File: src/hw/rtl/abt_pkg.sv
// Shared types and constants for the array-based binary search tree block.
// Used by abt_front, abt_back and array_bst_insert_traverse; no dependencies.
`timescale 1ns / 1ps

package abt_pkg;

    // Field widths of the stream payloads.
    localparam int KEY_W      = 32;
    localparam int ORDER_W    = 2;
    localparam int IN_USER_W  = 1 + ORDER_W;
    localparam int OUT_USER_W = 2;

    // Default tree size (slots of the implicit array).
    localparam int TREE_NODES_DEF = 63;

    // Command queue between front and back; depth must be a power of two.
    localparam int QUEUE_DEPTH = 2;
    localparam int QPTR_W      = $clog2(QUEUE_DEPTH);
    localparam int QCNT_W      = $clog2(QUEUE_DEPTH + 1);

    // Input kind and traversal order codes.
    localparam logic             KIND_INSERT   = 1'b0;
    localparam logic             KIND_TRAVERSE = 1'b1;
    localparam logic [ORDER_W-1:0] ORD_PRE  = 2'd0;
    localparam logic [ORDER_W-1:0] ORD_IN   = 2'd1;
    localparam logic [ORDER_W-1:0] ORD_POST = 2'd2;

    // Commands after classification by the front.
    typedef enum logic [2:0] {
        CMD_INSERT,
        CMD_NOP,
        CMD_PRE,
        CMD_IN,
        CMD_POST
    } t_cmd;

    // Result status codes.
    typedef enum logic [1:0] {
        STAT_INSERTED,
        STAT_FULL,
        STAT_KEY,
        STAT_EMPTY
    } t_status;

    // Head of the command queue as seen by the back.
    typedef struct packed {
        logic             valid;
        t_cmd             cmd;
        logic [KEY_W-1:0] key;
    } t_queue_head;

    // Back state machine.
    typedef enum logic [2:0] {
        S_IDLE,
        S_INS_CMP,
        S_INS_WR,
        S_TRV_STEP,
        S_TRV_EMIT,
        S_TRV_FIN
    } t_state;

    // How the traversal arrived at the current slot.
    typedef enum logic [1:0] {
        PH_ENTER,
        PH_FROM_LEFT,
        PH_FROM_RIGHT
    } t_phase;

endpackage

File: src/hw/rtl/abt_front.sv
// Front end: accepts input beats, classifies them into commands and queues them.
// Depends on abt_pkg.
`timescale 1ns / 1ps

module abt_front (
    input  logic                         i_clk,
    input  logic                         i_rst_n,
    input  logic                         i_in_valid,
    output logic                         o_in_ready,
    input  logic [abt_pkg::KEY_W-1:0]    i_in_key,
    input  logic                         i_in_kind,
    input  logic [abt_pkg::ORDER_W-1:0]  i_in_order,
    output abt_pkg::t_queue_head         o_head,
    input  logic                         i_pop
);
    import abt_pkg::*;

    logic [KEY_W-1:0]  r_q_key [QUEUE_DEPTH];
    t_cmd              r_q_cmd [QUEUE_DEPTH];
    logic [QPTR_W-1:0] r_wr_ptr;
    logic [QPTR_W-1:0] r_rd_ptr;
    logic [QCNT_W-1:0] r_count;
    logic [QCNT_W-1:0] n_count;
    logic              push;
    logic              pop;
    t_cmd              in_cmd;

    // Map kind, key and order onto one back-end command.
    function automatic t_cmd classify(logic kind, logic [KEY_W-1:0] key,
                                      logic [ORDER_W-1:0] order);
        t_cmd c;
        if (kind == KIND_INSERT) begin
            c = (key == '0) ? CMD_NOP : CMD_INSERT;
        end else begin
            unique case (order)
                ORD_IN:   c = CMD_IN;
                ORD_POST: c = CMD_POST;
                default:  c = CMD_PRE;
            endcase
        end
        return c;
    endfunction

    assign in_cmd     = classify(i_in_kind, i_in_key, i_in_order);
    assign o_in_ready = (r_count != QCNT_W'(QUEUE_DEPTH));
    assign push       = i_in_valid && o_in_ready;
    assign pop        = i_pop && (r_count != '0);

    // Head of the queue.
    assign o_head.valid = (r_count != '0);
    assign o_head.cmd   = r_q_cmd[r_rd_ptr];
    assign o_head.key   = r_q_key[r_rd_ptr];

    assign n_count = r_count + QCNT_W'(push) - QCNT_W'(pop);

    // Queue pointers and fill count.
    always_ff @(posedge i_clk) begin
        if (!i_rst_n) begin
            r_wr_ptr <= '0;
            r_rd_ptr <= '0;
            r_count  <= '0;
        end else begin
            r_count <= n_count;
            if (push) begin
                r_wr_ptr <= r_wr_ptr + QPTR_W'(1);
            end
            if (pop) begin
                r_rd_ptr <= r_rd_ptr + QPTR_W'(1);
            end
        end
    end

    // Queue payload storage.
    always_ff @(posedge i_clk) begin
        if (push) begin
            r_q_cmd[r_wr_ptr] <= in_cmd;
            r_q_key[r_wr_ptr] <= i_in_key;
        end
    end

endmodule

File: src/hw/rtl/abt_back.sv
// Back end: node store, insert walk, traversal sequencer and output register.
// Depends on abt_pkg; fed by abt_front through a t_queue_head.
`timescale 1ns / 1ps

module abt_back #(
    parameter int TREE_NODES = abt_pkg::TREE_NODES_DEF
) (
    input  logic                      i_clk,
    input  logic                      i_rst_n,
    input  abt_pkg::t_queue_head      i_head,
    output logic                      o_pop,
    input  logic                      i_out_ready,
    output logic                      o_out_valid,
    output logic [abt_pkg::KEY_W-1:0] o_out_key,
    output abt_pkg::t_status          o_out_status,
    output logic                      o_out_last
);
    import abt_pkg::*;

    // Slot address width and width of a child index (up to 2 * TREE_NODES).
    localparam int IW = $clog2(TREE_NODES + 1);
    localparam int CW = $clog2(2 * TREE_NODES + 1);
    localparam logic [CW-1:0] NODES_C = CW'(TREE_NODES);

    // Node store and its per-slot valid bits.
    logic [KEY_W-1:0]      r_mem [TREE_NODES];
    logic [TREE_NODES-1:0] r_valid;
    logic [KEY_W-1:0]      r_rd_data;

    t_state           r_state, n_state;
    t_phase           r_phase, n_phase;
    t_cmd             r_order, n_order;
    logic [CW-1:0]    r_cur, n_cur;
    logic [KEY_W-1:0] r_key, n_key;
    logic             r_trv_done, n_trv_done;
    logic             r_pend_valid, n_pend_valid;
    logic [KEY_W-1:0] r_pend_key, n_pend_key;

    logic             r_out_valid;
    logic [KEY_W-1:0] r_out_key;
    t_status          r_out_status;
    logic             r_out_last;

    logic             out_free;
    logic             push;
    logic [KEY_W-1:0] push_key;
    t_status          push_status;
    logic             push_last;
    logic             rd_en;
    logic [IW-1:0]    rd_addr;
    logic             wr_en;

    logic             cur_full;
    logic             root_full;
    logic [CW-1:0]    left_idx;
    logic [CW-1:0]    right_idx;
    logic [CW-1:0]    parent_idx;
    logic [CW-1:0]    next_idx;
    logic             next_full;
    logic             key_less;
    logic             emit;
    logic             done;

    // A slot holds a key when it lies inside the array and has been written.
    function automatic logic slot_full(logic [CW-1:0] idx, logic [TREE_NODES-1:0] valid);
        logic in_range;
        in_range = (idx < NODES_C);
        return in_range && valid[idx[IW-1:0]];
    endfunction

    assign out_free   = !r_out_valid || i_out_ready;
    assign cur_full   = slot_full(r_cur, r_valid);
    assign root_full  = r_valid[0];
    assign left_idx   = (r_cur << 1) + CW'(1);
    assign right_idx  = (r_cur << 1) + CW'(2);
    assign parent_idx = (r_cur - CW'(1)) >> 1;
    assign key_less   = $signed(r_key) < $signed(r_rd_data);
    assign next_idx   = key_less ? left_idx : right_idx;
    assign next_full  = slot_full(next_idx, r_valid);

    // Next state, store access and result pushes.
    always_comb begin
        n_state      = r_state;
        n_phase      = r_phase;
        n_order      = r_order;
        n_cur        = r_cur;
        n_key        = r_key;
        n_trv_done   = r_trv_done;
        n_pend_valid = r_pend_valid;
        n_pend_key   = r_pend_key;
        o_pop        = 1'b0;
        push         = 1'b0;
        push_key     = '0;
        push_status  = STAT_INSERTED;
        push_last    = 1'b1;
        rd_en        = 1'b0;
        rd_addr      = r_cur[IW-1:0];
        wr_en        = 1'b0;
        emit         = 1'b0;
        done         = 1'b0;

        unique case (r_state)
            S_IDLE: begin
                if (i_head.valid) begin
                    unique case (i_head.cmd) inside
                        CMD_NOP: begin
                            if (out_free) begin
                                o_pop       = 1'b1;
                                push        = 1'b1;
                                push_status = STAT_INSERTED;
                            end
                        end
                        CMD_INSERT: begin
                            o_pop = 1'b1;
                            n_key = i_head.key;
                            n_cur = '0;
                            if (root_full) begin
                                rd_en   = 1'b1;
                                rd_addr = '0;
                                n_state = S_INS_CMP;
                            end else begin
                                n_state = S_INS_WR;
                            end
                        end
                        CMD_PRE, CMD_IN, CMD_POST: begin
                            if (!root_full) begin
                                if (out_free) begin
                                    o_pop       = 1'b1;
                                    push        = 1'b1;
                                    push_status = STAT_EMPTY;
                                end
                            end else begin
                                o_pop      = 1'b1;
                                n_order    = i_head.cmd;
                                n_cur      = '0;
                                n_phase    = PH_ENTER;
                                n_trv_done = 1'b0;
                                n_state    = S_TRV_STEP;
                            end
                        end
                        default: begin
                            o_pop = 1'b1;
                        end
                    endcase
                end
            end

            // One tree level per cycle: compare, pick a child, read it if occupied.
            S_INS_CMP: begin
                n_cur = next_idx;
                if (next_full) begin
                    rd_en   = 1'b1;
                    rd_addr = next_idx[IW-1:0];
                end else begin
                    n_state = S_INS_WR;
                end
            end

            // Write the key into the empty slot, or report a full tree.
            S_INS_WR: begin
                if (out_free) begin
                    push = 1'b1;
                    if (r_cur < NODES_C) begin
                        wr_en       = 1'b1;
                        push_status = STAT_INSERTED;
                    end else begin
                        push_status = STAT_FULL;
                    end
                    n_state = S_IDLE;
                end
            end

            // Stackless walk: move down, across or up one slot per step.
            S_TRV_STEP: begin
                unique case (r_phase)
                    PH_ENTER: begin
                        if (!cur_full) begin
                            n_cur   = parent_idx;
                            n_phase = r_cur[0] ? PH_FROM_LEFT : PH_FROM_RIGHT;
                        end else begin
                            emit    = (r_order == CMD_PRE);
                            n_cur   = left_idx;
                            n_phase = PH_ENTER;
                        end
                    end
                    PH_FROM_LEFT: begin
                        emit    = (r_order == CMD_IN);
                        n_cur   = right_idx;
                        n_phase = PH_ENTER;
                    end
                    PH_FROM_RIGHT: begin
                        emit = (r_order == CMD_POST);
                        if (r_cur == '0) begin
                            done = 1'b1;
                        end else begin
                            n_cur   = parent_idx;
                            n_phase = r_cur[0] ? PH_FROM_LEFT : PH_FROM_RIGHT;
                        end
                    end
                    default: begin
                        done = 1'b1;
                    end
                endcase
                if (emit) begin
                    rd_en      = 1'b1;
                    rd_addr    = r_cur[IW-1:0];
                    n_trv_done = done;
                    n_state    = S_TRV_EMIT;
                end else if (done) begin
                    n_state = S_TRV_FIN;
                end
            end

            // The key read last step enters the pending slot; the older one leaves.
            S_TRV_EMIT: begin
                if (!r_pend_valid || out_free) begin
                    if (r_pend_valid) begin
                        push        = 1'b1;
                        push_key    = r_pend_key;
                        push_status = STAT_KEY;
                        push_last   = 1'b0;
                    end
                    n_pend_valid = 1'b1;
                    n_pend_key   = r_rd_data;
                    n_state      = r_trv_done ? S_TRV_FIN : S_TRV_STEP;
                end
            end

            // The held key is the final one of the traversal.
            S_TRV_FIN: begin
                if (out_free) begin
                    push         = 1'b1;
                    push_key     = r_pend_key;
                    push_status  = STAT_KEY;
                    push_last    = 1'b1;
                    n_pend_valid = 1'b0;
                    n_state      = S_IDLE;
                end
            end

            default: begin
                n_state = S_IDLE;
            end
        endcase
    end

    // Control registers.
    always_ff @(posedge i_clk) begin
        if (!i_rst_n) begin
            r_state      <= S_IDLE;
            r_phase      <= PH_ENTER;
            r_trv_done   <= 1'b0;
            r_pend_valid <= 1'b0;
            r_valid      <= '0;
            r_out_valid  <= 1'b0;
        end else begin
            r_state      <= n_state;
            r_phase      <= n_phase;
            r_trv_done   <= n_trv_done;
            r_pend_valid <= n_pend_valid;
            if (wr_en) begin
                r_valid[r_cur[IW-1:0]] <= 1'b1;
            end
            if (push) begin
                r_out_valid <= 1'b1;
            end else if (i_out_ready) begin
                r_out_valid <= 1'b0;
            end
        end
    end

    // Payload registers.
    always_ff @(posedge i_clk) begin
        r_order    <= n_order;
        r_cur      <= n_cur;
        r_key      <= n_key;
        r_pend_key <= n_pend_key;
        if (push) begin
            r_out_key    <= push_key;
            r_out_status <= push_status;
            r_out_last   <= push_last;
        end
    end

    // Node store with one write port and one registered read port.
    always_ff @(posedge i_clk) begin
        if (wr_en) begin
            r_mem[r_cur[IW-1:0]] <= r_key;
        end
        if (rd_en) begin
            r_rd_data <= r_mem[rd_addr];
        end
    end

    assign o_out_valid  = r_out_valid;
    assign o_out_key    = r_out_key;
    assign o_out_status = r_out_status;
    assign o_out_last   = r_out_last;

endmodule

File: src/hw/rtl/array_bst_insert_traverse.sv
// Binary search tree held in an implicit array, with insert and traversal.
// Built from abt_front and abt_back; depends on abt_pkg.
//
// Usage: the slave stream carries one command per beat. tdata holds the key,
// tuser holds the kind (bit 0: insert or traverse) and the traversal order
// (bits 2:1: preorder, inorder, postorder; the unused code acts as preorder).
// An insert gives one result beat; a traversal gives one beat per stored key
// with tlast on the final one, or a single empty-marked beat for an empty tree.
// Master tdata holds the key on traversal beats and zero otherwise, tuser the
// status, tlast marks the final beat. An insert walks the tree one level at
// a time, as the node store has a single read port. A traversal passes each
// stored key on entry, on return from the left and on return from the right,
// and enters each empty child once; each emitted key needs its own store read.
// A two-entry command queue lets new beats arrive meanwhile.
// Reset empties the tree at once through per-slot valid bits; no clearing
// pass is needed. When the receiver stalls, the result sits in the output
// register, the walk pauses and the queue fills, then tready falls.
`timescale 1ns / 1ps

module array_bst_insert_traverse #(
    parameter int TREE_NODES = abt_pkg::TREE_NODES_DEF
) (
    input  logic                           i_clk,
    input  logic                           i_rst_n,
    input  logic                           s_axis_tvalid,
    output logic                           s_axis_tready,
    // key [31:0]
    input  logic [abt_pkg::KEY_W-1:0]      s_axis_tdata,
    // kind [0], order [2:1]
    input  logic [abt_pkg::IN_USER_W-1:0]  s_axis_tuser,
    output logic                           m_axis_tvalid,
    input  logic                           m_axis_tready,
    // out_key [31:0]
    output logic [abt_pkg::KEY_W-1:0]      m_axis_tdata,
    // status [1:0]
    output logic [abt_pkg::OUT_USER_W-1:0] m_axis_tuser,
    output logic                           m_axis_tlast
);
    import abt_pkg::*;

    t_queue_head head;
    logic        pop;
    t_status     out_status;

    // Accept, classify and queue commands.
    abt_front u_front (
        .i_clk      (i_clk),
        .i_rst_n    (i_rst_n),
        .i_in_valid (s_axis_tvalid),
        .o_in_ready (s_axis_tready),
        .i_in_key   (s_axis_tdata),
        .i_in_kind  (s_axis_tuser[0]),
        .i_in_order (s_axis_tuser[IN_USER_W-1:1]),
        .o_head     (head),
        .i_pop      (pop)
    );

    // Execute commands against the node store.
    abt_back #(
        .TREE_NODES (TREE_NODES)
    ) u_back (
        .i_clk        (i_clk),
        .i_rst_n      (i_rst_n),
        .i_head       (head),
        .o_pop        (pop),
        .i_out_ready  (m_axis_tready),
        .o_out_valid  (m_axis_tvalid),
        .o_out_key    (m_axis_tdata),
        .o_out_status (out_status),
        .o_out_last   (m_axis_tlast)
    );

    assign m_axis_tuser = OUT_USER_W'(out_status);

endmodule
File: config.mk
export PLATFORM = sky130hd
export DESIGN_NAME = array_bst_insert_traverse
export DESIGN_NICKNAME = d
export VERILOG_FILES = /design/src/hw/rtl/abt_pkg.sv /design/src/hw/rtl/abt_front.sv /design/src/hw/rtl/abt_back.sv /design/src/hw/rtl/array_bst_insert_traverse.sv
export SDC_FILE = /design/constraint.sdc
export NUM_CORES = 2
export LEC_CHECK = 0
export ABC_AREA = 1
export BUFFER_PORTS_ARGS = -buffer_cell sky130_fd_sc_hd__buf_4
export CAP_MARGIN = 25
export CORE_MARGIN = 2
export CORE_UTILIZATION = 45
export CTS_CLUSTER_DIAMETER = 50
export CTS_CLUSTER_SIZE = 24
export DETAILED_ROUTE_END_ITERATION = 8
export GPL_ROUTABILITY_DRIVEN = 0
export SLEW_MARGIN = 20
export SYNTH_ARGS = -nofsm -noshare
export SYNTH_HDL_FRONTEND = slang
export SYNTH_SLANG_ARGS = --single-unit
File: constraint.sdc
create_clock -name i_clk -period 5.5 [get_ports i_clk]
set_input_delay 0.55 -clock i_clk [delete_from_list [all_inputs] [get_ports i_clk]]
set_output_delay 0.55 -clock i_clk [all_outputs]
set_load 0.05 [all_outputs]
==> results.cfg <==
[status]
run_status = complete, no violations

[floorplanning]
die_h_um = 473
dieWidth_um = 473
core_area_um2 = 219000
initial_core_util_pct = 45.2
pin_count = 76
floorplan.die_area_um2 = 224000
total_number_of_placement_rows = 172

[global_route]
global_route_wire_length_before_repair_mm = 452
maximum_number_of_pins_on_one_net_before_global_route_repair = 160
global_route.overflow_total = 0
gr-max-usage-layer = met2
globalRouteTotalUtil_pct = 27.4
groute.layer.met3.usage_pct = 4.69
groute.layer.met1.usage_pct = 38.2
grtUsageMet2_pct = 43.0
grt_pass1_vias = 66500
grt_antenna_before_repair = 11

[worst_hold_path]
hold_crit_start = m_axis_tready
hold_path_class = input pin to register
min_path_cells = 4
min_delay_worst_endpoint = u_back.o_out_valid$_SDFFE_PN0P_

[timing]
fmax_mhz = 186
finalHoldViolations = 0
post-route-min-period_ps = 5370
finalClockSkew_ps = 51.6
finalMaxSlewViolations = 0
max_slew_margin_pct = 29.0
finalSetupViolCount = 0
fin_crit_sh_pct = 97.7
worst_slew_pin_slew_ps = 1070

[cts]
clk_transition_reported_paths_ps = 80
ctsHtreeMaxLevel = 4
tritoncts_clock_tree = done
clock_latency_reported_for_the_late_side_of_the_worst_skew_pair_ps = 880
cts_root_buffer = sky130_fd_sc_hd__clkbuf_16
tritoncts_num_sinks = 2303
cts_made_buffers = 200
clockBufferDepth = 3

[synthesis]
syn-num-nets = 9011
gate_count_post_synth = 8932
synthesis.area_um2 = 99000
synth-main-ff-cell = sky130_fd_sc_hd__edfxtp_1
number_of_library_cell_types_mapped_by_synthesis = 47
synth-seq-area-share_pct = 69.1
postSynthRegisterBits = 2303
synth_area_per_cell_um2 = 11.1
synth_warn = 0
async_flop_share_pct = 0
synth_edf_count = 2227

[final_layout]
finish.net_count = 9435
final.fill_count = 18600
drive_gt1_share_pct = 14.0
post_layout_nonfiller_instances = 12400
stdcell_area_um2 = 117000
area_growth_pct = 18.0

[detailed_routing]
drt_first_iter_violations = 9572
drcViolationCount = 0
via_per_inst = 5.70
detailroute.via_count = 70700
detailedRoute.firstPassIterationCount = 7
ant_nets = 0
wl_per_cell_um = 25.6
routed_wirelength_mm = 318

[place]
post_dp_cell_area_um2 = 107000
detailedPlacementHpwl_mm = 186
placement.io_buffers = 75
numPlacedInstances = 11900

[worst_setup_path]
cp_slowest_cell = sky130_fd_sc_hd__edfxtp_1
cp_common_cell = sky130_fd_sc_hd__nand3_1
critical_path.endpoint_type = register
setup.worst_path.class = register to register
worst-endpoint-arrival_ps = 5980
crit_path_max_fanout = 13
crit-reg2reg-launch = u_back.r_rd_data[22]$_DFFE_PP_
crit_path_max_incr_delay_ps = 620
critPathRequiredTime_ps = 6110
critical_path.reg2reg.endpoint = u_back.r_rd_data[0]$_DFFE_PP_
setup.worst_path.start_class = register
reg2reg_setup_slack_ps = 130
r2r_cells = 36

[flow_run]
drv_cap = 0

[power]
p_leak_nw = 45.1
powerDensity_nw_per_um2 = 675
max-vdd-ir-drop_mv = 0.561
[state kept, by name (all words and copies together), names as in the netlist, 7 cells and up, named ones only]
name	cells
u_back.o_out_key	32
u_back.r_rd_data	32
u_back.r_valid	63
u_back.r_key	32
u_back.r_cur	7
u_front.r_q_key	64
u_back.r_pend_key	32
u_back.r_mem	2016
[cells in the final DEF (no fill, tap or decap), types with 34 or more instances in the layout]
| cell type | n |
|---|---|
| sky130_fd_sc_hd__edfxtp_1 | 2227 |
| sky130_fd_sc_hd__a21oi_1 | 37 |
| sky130_fd_sc_hd__buf_6 | 42 |
| sky130_fd_sc_hd__ha_1 | 40 |
| sky130_fd_sc_hd__o21ai_0 | 47 |
| sky130_fd_sc_hd__buf_4 | 503 |
| sky130_fd_sc_hd__inv_1 | 712 |
| sky130_fd_sc_hd__nor2_1 | 228 |
| sky130_fd_sc_hd__buf_12 | 137 |
| sky130_fd_sc_hd__nand3_1 | 1752 |
| sky130_fd_sc_hd__nand2_1 | 2530 |
| sky130_fd_sc_hd__inv_6 | 45 |
| sky130_fd_sc_hd__dfxtp_1 | 76 |
| sky130_fd_sc_hd__clkbuf_16 | 226 |
| sky130_fd_sc_hd__dlygate4sd3_1 | 34 |
| sky130_fd_sc_hd__nand3b_1 | 383 |
| sky130_fd_sc_hd__nand3_2 | 72 |
| sky130_fd_sc_hd__nor2_4 | 67 |
[cell type report]
class / count / area, um2 / area share, %
timing repair buffer: 765 / 8580 / 7.35
timing repair inverter: 1 / 11.3 / 0.00964
sequential: 2303 / 68400 / 58.6
clock buffer: 210 / 5130 / 4.39
antenna: 2 / 5.00 / 0.00428
inverter: 728 / 2780 / 2.38
clock inverter: 170 / 2130 / 1.83
multi-input combinational: 5357 / 26200 / 22.4
tap: 2871 / 3590 / 3.08
[cells in the mapped netlist, drive strengths merged, types with 9 or more instances]
| library cell | count | share of area (%) |
|---|---|---|
| or2 | 31 | 0.20 |
| nor2 | 298 | 1.1 |
| dfxtp | 76 | 1.5 |
| nand3 | 1849 | 9.4 |
| o22ai | 19 | 0.12 |
| ha | 40 | 0.51 |
| inv | 721 | 2.7 |
| clkbuf | 220 | 0.84 |
| nand2 | 2555 | 9.7 |
| edfxtp | 2227 | 68 |
| o211ai | 9 | 0.068 |
| nand3b | 383 | 2.9 |
| o21a | 20 | 0.15 |
| o21ai | 53 | 0.27 |
| nor3 | 10 | 0.051 |
| buf | 325 | 2.2 |
| a21oi | 39 | 0.20 |
[per-stage QoR]
| step | setup WS, ps | hold slack [ps] | TNS (ps) | util [%] | power, mW |
|---|---|---|---|---|---|
| global route | -50.2 | 76.3 | -502 | 53.3 | 82.4 |
| detailed placement | -364 | 458 | -2130 | 48.8 | 59.4 |
| CTS | 10.0 | 28.6 | 0 | 52.3 | 75.1 |
| finish | 126 | 85.1 | 0 | 53.3 | 78.8 |
| floorplan | 898 | 426 | 0 | - | 42.5 |
| global placement | -403 | 453 | -2880 | 48.8 | 59.3 |
[power breakdown]
part	internal (mW)	switching, mW
Combinational	14.9	27.9
Clock	8.10	7.41
Sequential	20.3	0.255
Total	43.3	35.5
[repair_timing]
action	CTS	global route
buffers inserted	2	35
endpoints found under the setup margin	17	32
hold buffers	34	0
gates resized for setup	22	205
hold endpoints to repair	68	0
pin swaps	0	32
gates cloned	1	28
[critical path: cells and delay by family (launching register included)]
family,cells,cell delay (ps)
and+or+nand+nor,23,2420
DFF,1,620
buffers and inverters,10,1530
adders and majority gates,1,290
AOI/OAI and AO/OA,2,180
[kinds of logic (layout without fill, tap and decap cells)]
logic type | Yosys count | in the layout | synth area share [%]
simple gates | 5141 | 5142 | 23.5
flops | 2303 | 2303 | 69.1
buf+inv | 1273 | 1874 | 5.80
compound gates | 166 | 166 | 1.03
fa+ha+maj | 40 | 40 | 0.506
xor+xnor | 7 | 7 | 0.0619
mux | 2 | 2 | 0.0202
other cells | 0 | 2 | 0
[how the worst max path moves through the flow]
stage | start | endpoint | slack (ps)
4_1_cts | u_back.r_rd_data[3]$_DFFE_PP_ | u_back.r_rd_data[28]$_DFFE_PP_ | 10
2_1_floorplan | u_back.r_key[21]$_DFFE_PP_ | u_back.r_rd_data[0]$_DFFE_PP_ | 900
3_5_place_dp | u_back.r_rd_data[1]$_DFFE_PP_ | u_back.r_rd_data[12]$_DFFE_PP_ | -360
5_1_grt | u_back.r_rd_data[22]$_DFFE_PP_ | u_back.r_rd_data[0]$_DFFE_PP_ | -50
3_3_place_gp | u_back.r_rd_data[1]$_DFFE_PP_ | u_back.r_rd_data[12]$_DFFE_PP_ | -400
6_report | u_back.r_rd_data[22]$_DFFE_PP_ | u_back.r_rd_data[0]$_DFFE_PP_ | 130
[per-layer routing]
layer | part of all wire, % | vias to the layer above
li1 | - | 31600
met1 | 41 | 35000
met2 | 46 | 3529
met4 | 3.7 | 2
met3 | 9.5 | 541
met5 | 0.0041 | -
No activity file was read; power rests on OpenSTA's default activity.
